## src/rtl/pbl_pkg.sv

```systemverilog
// Shared types, codes and arithmetic helpers for the pixel tone-and-blend pipeline.
`timescale 1ns / 1ps

package pbl_pkg;

  localparam int unsigned StageCount = 5;

  localparam logic [2:0] CFG_GLOBAL_ALPHA = 3'd0;
  localparam logic [2:0] CFG_BLEND_MODE   = 3'd1;
  localparam logic [2:0] CFG_SATURATION   = 3'd2;
  localparam logic [2:0] CFG_TONE_RED     = 3'd3;
  localparam logic [2:0] CFG_TONE_GREEN   = 3'd4;
  localparam logic [2:0] CFG_TONE_BLUE    = 3'd5;

  localparam logic [2:0] MODE_COPY  = 3'd0;
  localparam logic [2:0] MODE_ALPHA = 3'd1;
  localparam logic [2:0] MODE_MASK  = 3'd2;
  localparam logic [2:0] MODE_ADD   = 3'd3;
  localparam logic [2:0] MODE_SUB   = 3'd4;

  localparam logic [14:0] LUMA_R = 15'd6969;
  localparam logic [14:0] LUMA_G = 15'd23434;
  localparam logic [14:0] LUMA_B = 15'd2365;
  localparam int unsigned LumaShift = 15;

  localparam logic [7:0] FULL = 8'd255;

  typedef struct packed {
    logic s0;
    logic s1;
    logic s2;
    logic s3;
    logic s4;
  } pbl_load_t;

  // exact x / 255 for any x below 65280, where the quotient fits in 8 bits
  function automatic logic [7:0] div255(input logic [15:0] x);
    logic [16:0] t;
    t = {1'b0, x} + {9'd0, x[15:8]} + 17'd1;
    return t[15:8];
  endfunction

endpackage

```

## src/rtl/pbl_lane.sv

```systemverilog
// One colour channel: desaturate, tone, weight and combine with the destination.
`timescale 1ns / 1ps

module pbl_lane
  import pbl_pkg::*;
(
  input  logic              clk,
  input  pbl_load_t         load,
  input  logic [7:0]        src,
  input  logic [7:0]        dst,
  input  logic [7:0]        luma,
  input  logic [7:0]        saturation,
  input  logic signed [8:0] tone,
  input  logic [7:0]        beta,
  input  logic [2:0]        mode,
  input  logic              dst_zero,
  output logic [7:0]        result
);

  logic [7:0]  s0, d0, s1, d1, s2, d2, s3, d3;
  logic [15:0] ps3, pd3;

  logic [7:0]  sat_inv;
  logic [15:0] mix_s, mix_y, mix1;
  logic [8:0]  tone_abs;
  logic [7:0]  tone_mag, tone_inv;
  logic [15:0] tone_t, tone_c, mix2;
  logic [7:0]  beta_inv;
  logic [15:0] prod_s, prod_d;
  logic [7:0]  lerp4, w4;
  logic [8:0]  add_raw, add_w;
  logic [7:0]  res_next;

  assign sat_inv = FULL - saturation;
  assign mix_s   = {8'd0, s0} * {8'd0, saturation};
  assign mix_y   = {8'd0, luma} * {8'd0, sat_inv};
  assign mix1    = mix_s + mix_y;

  assign tone_abs = tone[8] ? (~tone + 9'd1) : tone;
  assign tone_mag = tone_abs[8] ? FULL : tone_abs[7:0];
  assign tone_inv = FULL - tone_mag;
  assign tone_t   = (tone[8] || tone == 9'sd0) ? 16'd0 : {8'd0, FULL} * {8'd0, tone_mag};
  assign tone_c   = {8'd0, s1} * {8'd0, tone_inv};
  assign mix2     = tone_t + tone_c;

  assign beta_inv = FULL - beta;
  assign prod_s   = {8'd0, s2} * {8'd0, beta};
  assign prod_d   = {8'd0, d2} * {8'd0, beta_inv};

  assign lerp4   = div255(ps3 + pd3);
  assign w4      = div255(ps3);
  assign add_raw = {1'b0, d3} + {1'b0, s3};
  assign add_w   = {1'b0, d3} + {1'b0, w4};

  always_comb begin
    res_next = d3;
    case (mode)
      MODE_COPY: res_next = s3;
      MODE_ALPHA: res_next = dst_zero ? s3 : lerp4;
      MODE_ADD: begin
        if (dst_zero) res_next = add_raw[8] ? FULL : add_raw[7:0];
        else          res_next = add_w[8] ? FULL : add_w[7:0];
      end
      MODE_SUB: begin
        if (dst_zero) res_next = (d3 > s3) ? d3 - s3 : 8'd0;
        else          res_next = (d3 > w4) ? d3 - w4 : 8'd0;
      end
      default: res_next = d3;
    endcase
  end

  always_ff @(posedge clk) begin
    if (load.s0) begin
      s0 <= src;
      d0 <= dst;
    end
    if (load.s1) begin
      s1 <= div255(mix1);
      d1 <= d0;
    end
    if (load.s2) begin
      s2 <= div255(mix2);
      d2 <= d1;
    end
    if (load.s3) begin
      ps3 <= prod_s;
      pd3 <= prod_d;
      s3  <= s2;
      d3  <= d2;
    end
    if (load.s4) begin
      result <= res_next;
    end
  end

endmodule

```

## src/rtl/pixel_tone_and_blend.sv

```systemverilog
// Top level of the pixel tone-and-blend pipeline: config registers, control and alpha path.
`timescale 1ns / 1ps
//
// Usage: each input word is a source RGBA8 pixel and the destination RGBA8 pixel
// under it; the output word is the new destination pixel. No state is kept
// between pixels.
// Input channel: in_valid / in_stall, a word is taken when in_valid is high and
// in_stall low. Output channel: out_valid / out_stall, same rule, out_stall
// driven by the receiver.
// Config channel: cfg_valid / cfg_ready with cfg_index and cfg_data; cfg_ready
// is always high. Registers: 0 global alpha, 1 blend mode, 2 saturation level,
// 3..5 red, green, blue tone. Write them only while the pipeline is empty.
// A word passes five register stages before out_valid rises. Throughput: one pixel
// per clock while out_stall is low, set by the five-stage pipeline of multiplies
// and /255 steps.
// A stalled receiver holds the output register; stages behind it keep filling
// until every stage holds a word, then in_stall rises.
// Reset empties the pipeline and restores the register defaults.
//

module pixel_tone_and_blend
  import pbl_pkg::*;
(
  input  logic       clk,
  input  logic       rst,
  input  logic       in_valid,
  output logic       in_stall,
  input  logic [7:0] src_r,
  input  logic [7:0] src_g,
  input  logic [7:0] src_b,
  input  logic [7:0] src_a,
  input  logic [7:0] dst_r,
  input  logic [7:0] dst_g,
  input  logic [7:0] dst_b,
  input  logic [7:0] dst_a,
  output logic       out_valid,
  input  logic       out_stall,
  output logic [7:0] out_r,
  output logic [7:0] out_g,
  output logic [7:0] out_b,
  output logic [7:0] out_a,
  input  logic       cfg_valid,
  output logic       cfg_ready,
  input  logic [2:0] cfg_index,
  input  logic [8:0] cfg_data
);

  logic [7:0]        global_alpha, saturation_level;
  logic [2:0]        blend_mode;
  logic signed [8:0] tone_red, tone_green, tone_blue;

  logic [StageCount-1:0] valid;
  pbl_load_t             load;

  logic [7:0]  luma0, sa0, sr0, da0, beta1, sa1, sr1, da1;
  logic [7:0]  beta2, sa2, sr2, da2, beta3, sa3, sr3, da3;
  logic [15:0] pa0, pa_next;
  logic [22:0] luma_sum;
  logic [22:0] luma_pr, luma_pg, luma_pb;
  logic [7:0]  alpha_next;
  logic        dst_zero;

  assign cfg_ready = 1'b1;

  always_ff @(posedge clk) begin
    if (rst) begin
      global_alpha     <= FULL;
      blend_mode       <= MODE_ALPHA;
      saturation_level <= FULL;
      tone_red         <= 9'sd0;
      tone_green       <= 9'sd0;
      tone_blue        <= 9'sd0;
    end else if (cfg_valid && cfg_ready) begin
      unique case (cfg_index)
        CFG_GLOBAL_ALPHA: global_alpha     <= cfg_data[7:0];
        CFG_BLEND_MODE:   blend_mode       <= cfg_data[2:0];
        CFG_SATURATION:   saturation_level <= cfg_data[7:0];
        CFG_TONE_RED:     tone_red         <= cfg_data;
        CFG_TONE_GREEN:   tone_green       <= cfg_data;
        CFG_TONE_BLUE:    tone_blue        <= cfg_data;
        default: ;
      endcase
    end
  end

  // a stage loads when empty or when the stage after it moves on
  assign load.s4  = !valid[4] || !out_stall;
  assign load.s3  = !valid[3] || load.s4;
  assign load.s2  = !valid[2] || load.s3;
  assign load.s1  = !valid[1] || load.s2;
  assign load.s0  = !valid[0] || load.s1;
  assign in_stall = !load.s0;

  always_ff @(posedge clk) begin
    if (rst) begin
      valid <= '0;
    end else begin
      if (load.s0) valid[0] <= in_valid;
      if (load.s1) valid[1] <= valid[0];
      if (load.s2) valid[2] <= valid[1];
      if (load.s3) valid[3] <= valid[2];
      if (load.s4) valid[4] <= valid[3];
    end
  end

  assign out_valid = valid[4];

  assign luma_pr  = {8'd0, LUMA_R} * {15'd0, src_r};
  assign luma_pg  = {8'd0, LUMA_G} * {15'd0, src_g};
  assign luma_pb  = {8'd0, LUMA_B} * {15'd0, src_b};
  assign luma_sum = luma_pr + luma_pg + luma_pb;
  assign pa_next  = {8'd0, src_a} * {8'd0, global_alpha};

  assign dst_zero = (da3 == 8'd0);

  always_comb begin
    alpha_next = da3;
    case (blend_mode) inside
      MODE_COPY: alpha_next = sa3;
      MODE_MASK: alpha_next = sr3;
      MODE_ALPHA, MODE_ADD, MODE_SUB: begin
        if (dst_zero || da3 < beta3) alpha_next = beta3;
        else                         alpha_next = da3;
      end
      default: alpha_next = da3;
    endcase
  end

  always_ff @(posedge clk) begin
    if (load.s0) begin
      luma0 <= luma_sum[LumaShift +: 8];
      pa0   <= pa_next;
      sa0   <= src_a;
      sr0   <= src_r;
      da0   <= dst_a;
    end
    if (load.s1) begin
      beta1 <= div255(pa0);
      sa1   <= sa0;
      sr1   <= sr0;
      da1   <= da0;
    end
    if (load.s2) begin
      beta2 <= beta1;
      sa2   <= sa1;
      sr2   <= sr1;
      da2   <= da1;
    end
    if (load.s3) begin
      beta3 <= beta2;
      sa3   <= sa2;
      sr3   <= sr2;
      da3   <= da2;
    end
    if (load.s4) begin
      out_a <= alpha_next;
    end
  end

  pbl_lane u_lane_r (
    .clk        (clk),
    .load       (load),
    .src        (src_r),
    .dst        (dst_r),
    .luma       (luma0),
    .saturation (saturation_level),
    .tone       (tone_red),
    .beta       (beta2),
    .mode       (blend_mode),
    .dst_zero   (dst_zero),
    .result     (out_r)
  );

  pbl_lane u_lane_g (
    .clk        (clk),
    .load       (load),
    .src        (src_g),
    .dst        (dst_g),
    .luma       (luma0),
    .saturation (saturation_level),
    .tone       (tone_green),
    .beta       (beta2),
    .mode       (blend_mode),
    .dst_zero   (dst_zero),
    .result     (out_g)
  );

  pbl_lane u_lane_b (
    .clk        (clk),
    .load       (load),
    .src        (src_b),
    .dst        (dst_b),
    .luma       (luma0),
    .saturation (saturation_level),
    .tone       (tone_blue),
    .beta       (beta2),
    .mode       (blend_mode),
    .dst_zero   (dst_zero),
    .result     (out_b)
  );

endmodule

```

## config.mk

```make
export PLATFORM = sky130hd
export DESIGN_NAME = pixel_tone_and_blend
export DESIGN_NICKNAME = d
export VERILOG_FILES = /design/src/rtl/pbl_pkg.sv /design/src/rtl/pbl_lane.sv /design/src/rtl/pixel_tone_and_blend.sv
export SDC_FILE = /design/constraint.sdc
export NUM_CORES = 2
export LEC_CHECK = 0
export ABC_CLOCK_PERIOD_IN_PS = 11600
export BUFFER_PORTS_ARGS = -buffer_cell sky130_fd_sc_hd__clkbuf_2
export CAP_MARGIN = 10
export CORE_MARGIN = 4
export CORE_UTILIZATION = 23
export CTS_CLUSTER_SIZE = 28
export DETAILED_ROUTE_END_ITERATION = 7
export PLACE_DENSITY = 0.38
export SLEW_MARGIN = 20
export SYNTH_ARGS = -nofsm -noshare
export SYNTH_HDL_FRONTEND = slang
export SYNTH_SLANG_ARGS = --single-unit
export TNS_END_PERCENT = 30
```

## constraint.sdc

```tcl
create_clock -name clk -period 11.6 [get_ports clk]
set_input_delay 3.48 -clock clk [delete_from_list [all_inputs] [get_ports clk]]
set_output_delay 3.48 -clock clk [all_outputs]
set_load 0.03 [all_outputs]
```

Yosys cells after proc, flatten, opt, wreduce, memory -nomap -nowiden
Index checks and enable logic that the tools add are counted.
{"block": "totals", "latchBits": 0, "romBits": 0, "ramBits": 0, "ff_bits": 507, "elab_cells": 223, "output_inout_bits": 35, "n_memories": 0}
{"block": "classes", "addsub": 57, "n_eq_ne": 9, "reduce_logical": 29, "n_lt_le_gt_ge": 7, "multipliers": 20, "n_div": 0, "mux": 37, "n_shift": 0, "n_bitwise": 3}
{"cell": "$mul 8x8->16", "n": 14}
{"cell": "$mux 8", "n": 28}
{"cell": "$add 16x1->16 const B", "n": 13}
{"cell": "$add 16x8->16", "n": 13}
{"cell": "$add 16x16->16", "n": 9}
{"cell": "$pmux 8 s4", "n": 3}
{"cell": "$add 8x8->9", "n": 6}
{"cell": "$gt 8x8->1", "n": 6}
{"cell": "$mul 8x8->16 const A", "n": 3}
{"cell": "$mux 16", "n": 3}
{"cell": "$sub 8x8->8", "n": 6}
{"cell": "$sub 8x8->8 const A", "n": 5}
{"cell": "$add 9x1->9 const B", "n": 3}
{"cell": "$logic_not 9->1", "n": 3}
{"cell": "$mux 9", "n": 3}
{"cell": "$not 9->9", "n": 3}
{"cell": "$add 21x23->23", "n": 1}
{"cell": "$add 23x20->23", "n": 1}
{"cell": "$mul 14x8->22 const A", "n": 1}
{"cell": "$mul 13x8->21 const A", "n": 1}
{"cell": "$mul 12x8->20 const A", "n": 1}
{"cell": "$eq 3x2->1 const B", "n": 4}
{"cell": "$reduce_and 2->1", "n": 6}
{"cell": "$eq 3x3->1 const B", "n": 3}
{"cell": "other kinds (7)", "n": 23}

Depth between registers and ports, before layout
{"block": "depth", "word_depth": 9, "depth_mapped": 50}

By module
A second synthesis with hierarchy kept.
{"block": "hier_totals", "hier_cells": 7526, "hier_area_um2": 73055.1}
{"mod": "pbl_lane at u_lane_g", "area_per_inst_um2": 19433.6, "n_inst": 1, "cells_per_inst": 2075}
{"mod": "pbl_lane at u_lane_r", "area_per_inst_um2": 19326.0, "n_inst": 1, "cells_per_inst": 2068}
{"mod": "pbl_lane at u_lane_b", "area_per_inst_um2": 19259.7, "n_inst": 1, "cells_per_inst": 2072}
{"mod": "pixel_tone_and_blend", "area_per_inst_um2": 15035.7, "n_inst": 1, "cells_per_inst": 1311}

Worst setup path after synthesis
Ideal clock, no wire load.
{"block": "synth_path", "kind": "input to output", "startpoint": "input port out_stall", "endpoint": "output port in_stall", "path_buffers": 1, "slack_ns": 0.629, "t_arrival_ns": 7.491, "path_stages": 4, "path_cell_list": "and3_1 > clkbuf_1 > nand4_1 > inv_1"}
{"block": "synth_between", "elab_chain_cells": 7}
{"element": "start, declared", "line": "pixel_tone_and_blend.sv:37", "text": "input logic out_stall,"}
{"element": "$logic_not 1->1", "line": "pixel_tone_and_blend.sv:87", "text": "assign load.s4 = !valid[4] || !out_stall;"}
{"element": "$logic_or 1x1->1", "line": "pixel_tone_and_blend.sv:87"}
{"element": "$logic_or 1x1->1", "line": "pixel_tone_and_blend.sv:88", "text": "assign load.s3 = !valid[3] || load.s4;"}
{"element": "$logic_or 1x1->1", "line": "pixel_tone_and_blend.sv:89", "text": "assign load.s2 = !valid[2] || load.s3;"}
{"element": "$logic_or 1x1->1", "line": "pixel_tone_and_blend.sv:90", "text": "assign load.s1 = !valid[1] || load.s2;"}
{"element": "$logic_or 1x1->1", "line": "pixel_tone_and_blend.sv:91", "text": "assign load.s0 = !valid[0] || load.s1;"}
{"element": "$logic_not 1->1", "line": "pixel_tone_and_blend.sv:92", "text": "assign in_stall = !load.s0;"}
{"element": "end, declared", "line": "pixel_tone_and_blend.sv:27", "text": "output logic in_stall,"}
No other way between the ends.

Worst setup path after layout
{"block": "layout_path", "startpoint": "register tone_blue[0]", "endpoint": "register u_lane_b.s2[2], data pin"}
{"block": "layout_between", "elab_chain_cells": 9}
{"element": "start, declared", "line": "pixel_tone_and_blend.sv:50", "text": "logic signed [8:0] tone_red, tone_green, tone_blue;"}
{"element": "start signal, assigned", "line": "pixel_tone_and_blend.sv:80", "text": "CFG_TONE_BLUE: tone_blue <= cfg_data;"}
{"element": "$not 9->9", "line": "pbl_lane.sv:39", "text": "assign tone_abs = tone[8] ? (~tone + 9'd1) : tone;"}
{"element": "$add 9x1->9", "line": "pbl_lane.sv:39"}
{"element": "$mux 9", "line": "pbl_lane.sv:39"}
{"element": "$mux 8", "line": "pbl_lane.sv:40", "text": "assign tone_mag = tone_abs[8] ? FULL : tone_abs[7:0];"}
{"element": "$sub 8x8->8 or $mul 8x8->16 (tied branches)", "line": "pbl_lane.sv:41, pbl_lane.sv:42"}
{"element": "$mul 8x8->16 or $mux 16 (tied branches)", "line": "pbl_lane.sv:43, pbl_lane.sv:42"}
{"element": "$add 16x16->16 *", "line": "pbl_lane.sv:44", "text": "assign mix2 = tone_t + tone_c;"}
{"element": "$add 16x8->16 *", "line": "pbl_pkg.sv:39", "text": "t = {1'b0, x} + {9'd0, x[15:8]} + 17'd1;"}
{"element": "$add 16x1->16 *", "line": "pbl_pkg.sv:39"}
{"element": "end signal, assigned", "line": "pbl_lane.sv:82", "text": "s2 <= div255(mix2);"}
{"element": "end, declared", "line": "pbl_lane.sv:20", "text": "logic [7:0] s0, d0, s1, d1, s2, d2, s3, d3;"}
Mark *: on every way between the ends. The rest lies on a longest branch, timed or not.
A chain may end at the register's enable or synchronous reset.

==> reports/qor.yml <==
outcome: "finished clean"
synth_seq_cells: 507
worstRegToRegCells: 40
firstDrtPassIters: 5
cts_root_buf: "clkbuf_16"
antenna_found_initial: 16
ctsLongestPathBuffers: 3
drt_iter0_markers: 2323
timing.rr.end: "u_lane_b.s2[2]$_DFFE_PP_"
grt_overflow: 0
clk_latency_ns: 0.70
nNetsFinal: 9086
maxSlewViolCount: 0
cts_made_buffers: 73
async_flop_share: 0
grt_max_degree: 67
synth_seq_area_share: 0.214
syn_to_final_growth_pct: 11.9
ant_nets: 0
slew_headroom: 0.271
cap_violations: 0
synth_enable_flop_cells: 456
startpoint: "tone_blue[0]$_SDFFE_PP0P_"
crit_fanout: 9
startpoint_type: "register"
crit_arrival_ns: 11.40
synth_cell_types: 101
cts.clk_slew.worst_paths_ns: 0.07
synthAdderAreaFrac: 0.411
routed_via_density: 4.33
dpl_cell_area_um2: 74500
clock_skew_ns: 0.0633
post_route_cells_drive_above_1_share: 0.0523
io_pins: 116
wl_per_cell_um: 17.4
routabilityCongestion: 0.836
hold_path.class: "reg -> reg"
crit_path_frequent_cell: "fa_1"
ctsHoldBuffers: 0
finalSetupViolations: 0
grt_first_pass_wirelength_mm: 309
timing.fmax_mhz: 91.1
placementRows: 200
crit_slowest_cell: "fa_1"
setup_tns_ns: 0
drcViolationCount: 0
vias: 48600
fin_crit_sh: 0.947
synthFlopType: "edfxtp_1"
synth_xor_area_frac: 0.0540
hold_ws_ns: 0.404
synthMuxAreaShare: 0.00636
syn_avg_cell_area_um2: 9.72
r2r_slack_ns: 0.62
post-route-cell-area_um2: 77100
grt_usage: 0.128
worst_slew_pin_slew_ns: 1.09
yosysWarnings: 0
grt_pass1_vias: 52400
die_w_um: 555
dpl.cell_count: 11100
rsz0062_at_grt: "no"
cts.sinks: 507
yosys.area_share.simple: 0.141
routed_wl_mm: 195
netlist_instances: 7089
synth_top_family_by_area: "adder cells"
hold_violations: 0
initial_utilization: 0.231
worstSetupEndpoint: "u_lane_b.s2[2]$_DFFE_PP_"
cts_tree: "built"
hpwl_mm: 159
die-area_um2: 308000
timing.rr.start: "tone_blue[0]$_SDFFE_PP0P_"
htreeDepth: 3
layout.cells.non_filler: 11200
cts_setup_buffers: 0
core_um2: 298000
worstPathRequired_ns: 12.02
die_y_um: 555
synth_area_um2: 68900
cp-end-kind: "register"
finalCriticalPeriod_ns: 10.98
cpPeakStageDelay_ns: 0.68
portBuffers: 114
critPathKind: "reg -> reg"
synth_compound_area_frac: 0.0968
per-stage QoR:
| stage | setup WS [ns] | util |
|---|---|---|
| 3_3_place_gp | 0.783 | 0.250 |
| 3_5_place_dp | 0.664 | 0.250 |
| 6_report | 0.619 | 0.259 |
| 2_1_floorplan | 0.629 | - |
| 5_1_grt | 0.00708 | 0.259 |
| 4_1_cts | 0.612 | 0.259 |
cell families after synthesis:
group,count (synthesis)
AO/OA/AOI/OAI,1003
XOR/XNOR,421
adder cells (fa/ha/maj),1786
buffers and inverters,1415
flip-flops,507
multiplexers,43
other,2
AND/OR/NAND/NOR,1912
worst min path at each step:
stage / end / cells past startpoint / startpoint
after floorplan: beta2[0]$_DFFE_PP_ / 0 / beta1[0]$_DFFE_PP_
after global placement: sa1[4]$_DFFE_PP_ / 0 / sa0[4]$_DFFE_PN_
after detailed placement: da3[3]$_DFFE_PP_ / 0 / da2[3]$_DFFE_PP_
after CTS: beta2[4]$_DFFE_PP_ / 0 / beta1[4]$_DFFE_PP_
after global routing: beta2[4]$_DFFE_PP_ / 0 / beta1[4]$_DFFE_PP_
final: beta2[4]$_DFFE_PP_ / 0 / beta1[4]$_DFFE_PP_
Yosys cell counts, drive strengths merged, types with 120 or more instances:
cell type / instances / area share
edfxtp: 456 / 0.20
fa: 791 / 0.23
inv: 1280 / 0.070
nand2b: 169 / 0.015
nor2: 298 / 0.016
nand2: 578 / 0.032
nor2b: 195 / 0.018
clkbuf: 120 / 0.0065
ha: 993 / 0.18
xnor2: 297 / 0.038
o21ai: 171 / 0.012
a21oi: 309 / 0.022
xor2: 122 / 0.016
and2: 318 / 0.029
registers in the layout (all words and copies together) (netlist names), 9 cells and up:
signal and flops:
tone_blue 9, tone_red 9, u_lane_b.pd3 16, u_lane_g.ps3 16, u_lane_b.ps3 16, tone_green 9
u_lane_r.pd3 16, u_lane_g.pd3 16, pa0 16, u_lane_r.ps3 16
repair_timing:
action | CTS | global route
endpoints found under the setup margin | 0 | 1
resized for setup | 0 | 1
endpoints found under the hold margin | 0 | 0
cell type report:
cell class / instances / area (µm²)
diodes: 5 / 12.5
clock buffers: 88 / 1950
clock inverters: 44 / 646
fillers: 31700 / 220000
inverters: 1283 / 4820
multi-input cells: 5172 / 48900
flip-flops and latches: 507 / 14700
well taps: 3939 / 4930
repair buffers: 184 / 1100
layer usage:
layer	routed length [µm]	up-vias	track usage
met2	96000	590	0.226
li1	-	23600	-
met1	90100	24200	0.167
met4	4140	4	0.0283
met3	4890	195	0.0124
met5	14	-	0
cell usage in the layout (no fill, tap or decap), drive strengths merged, types with 122 or more instances in the layout:
master / count
inv: 1285
ha: 993
fa: 791
nand2: 578
edfxtp: 456
and2: 318
a21oi: 309
nor2: 298
xnor2: 297
clkbuf: 202
nor2b: 195
o21ai: 171
nand2b: 169
xor2: 122
worst max-delay path: cells and delay by family, from the launching register on:
| family | cells | cell delay (ns) |
|---|---|---|
| fa+ha+maj | 12 | 5.53 |
| xor+xnor | 2 | 0.37 |
| flops | 1 | 0.36 |
| compound gates | 11 | 1.66 |
| simple gates | 8 | 2.23 |
| buf+inv | 7 | 0.54 |
Power is not shown: default switching activity piles up to over one toggle a cycle in this logic, so the estimate is an artifact.
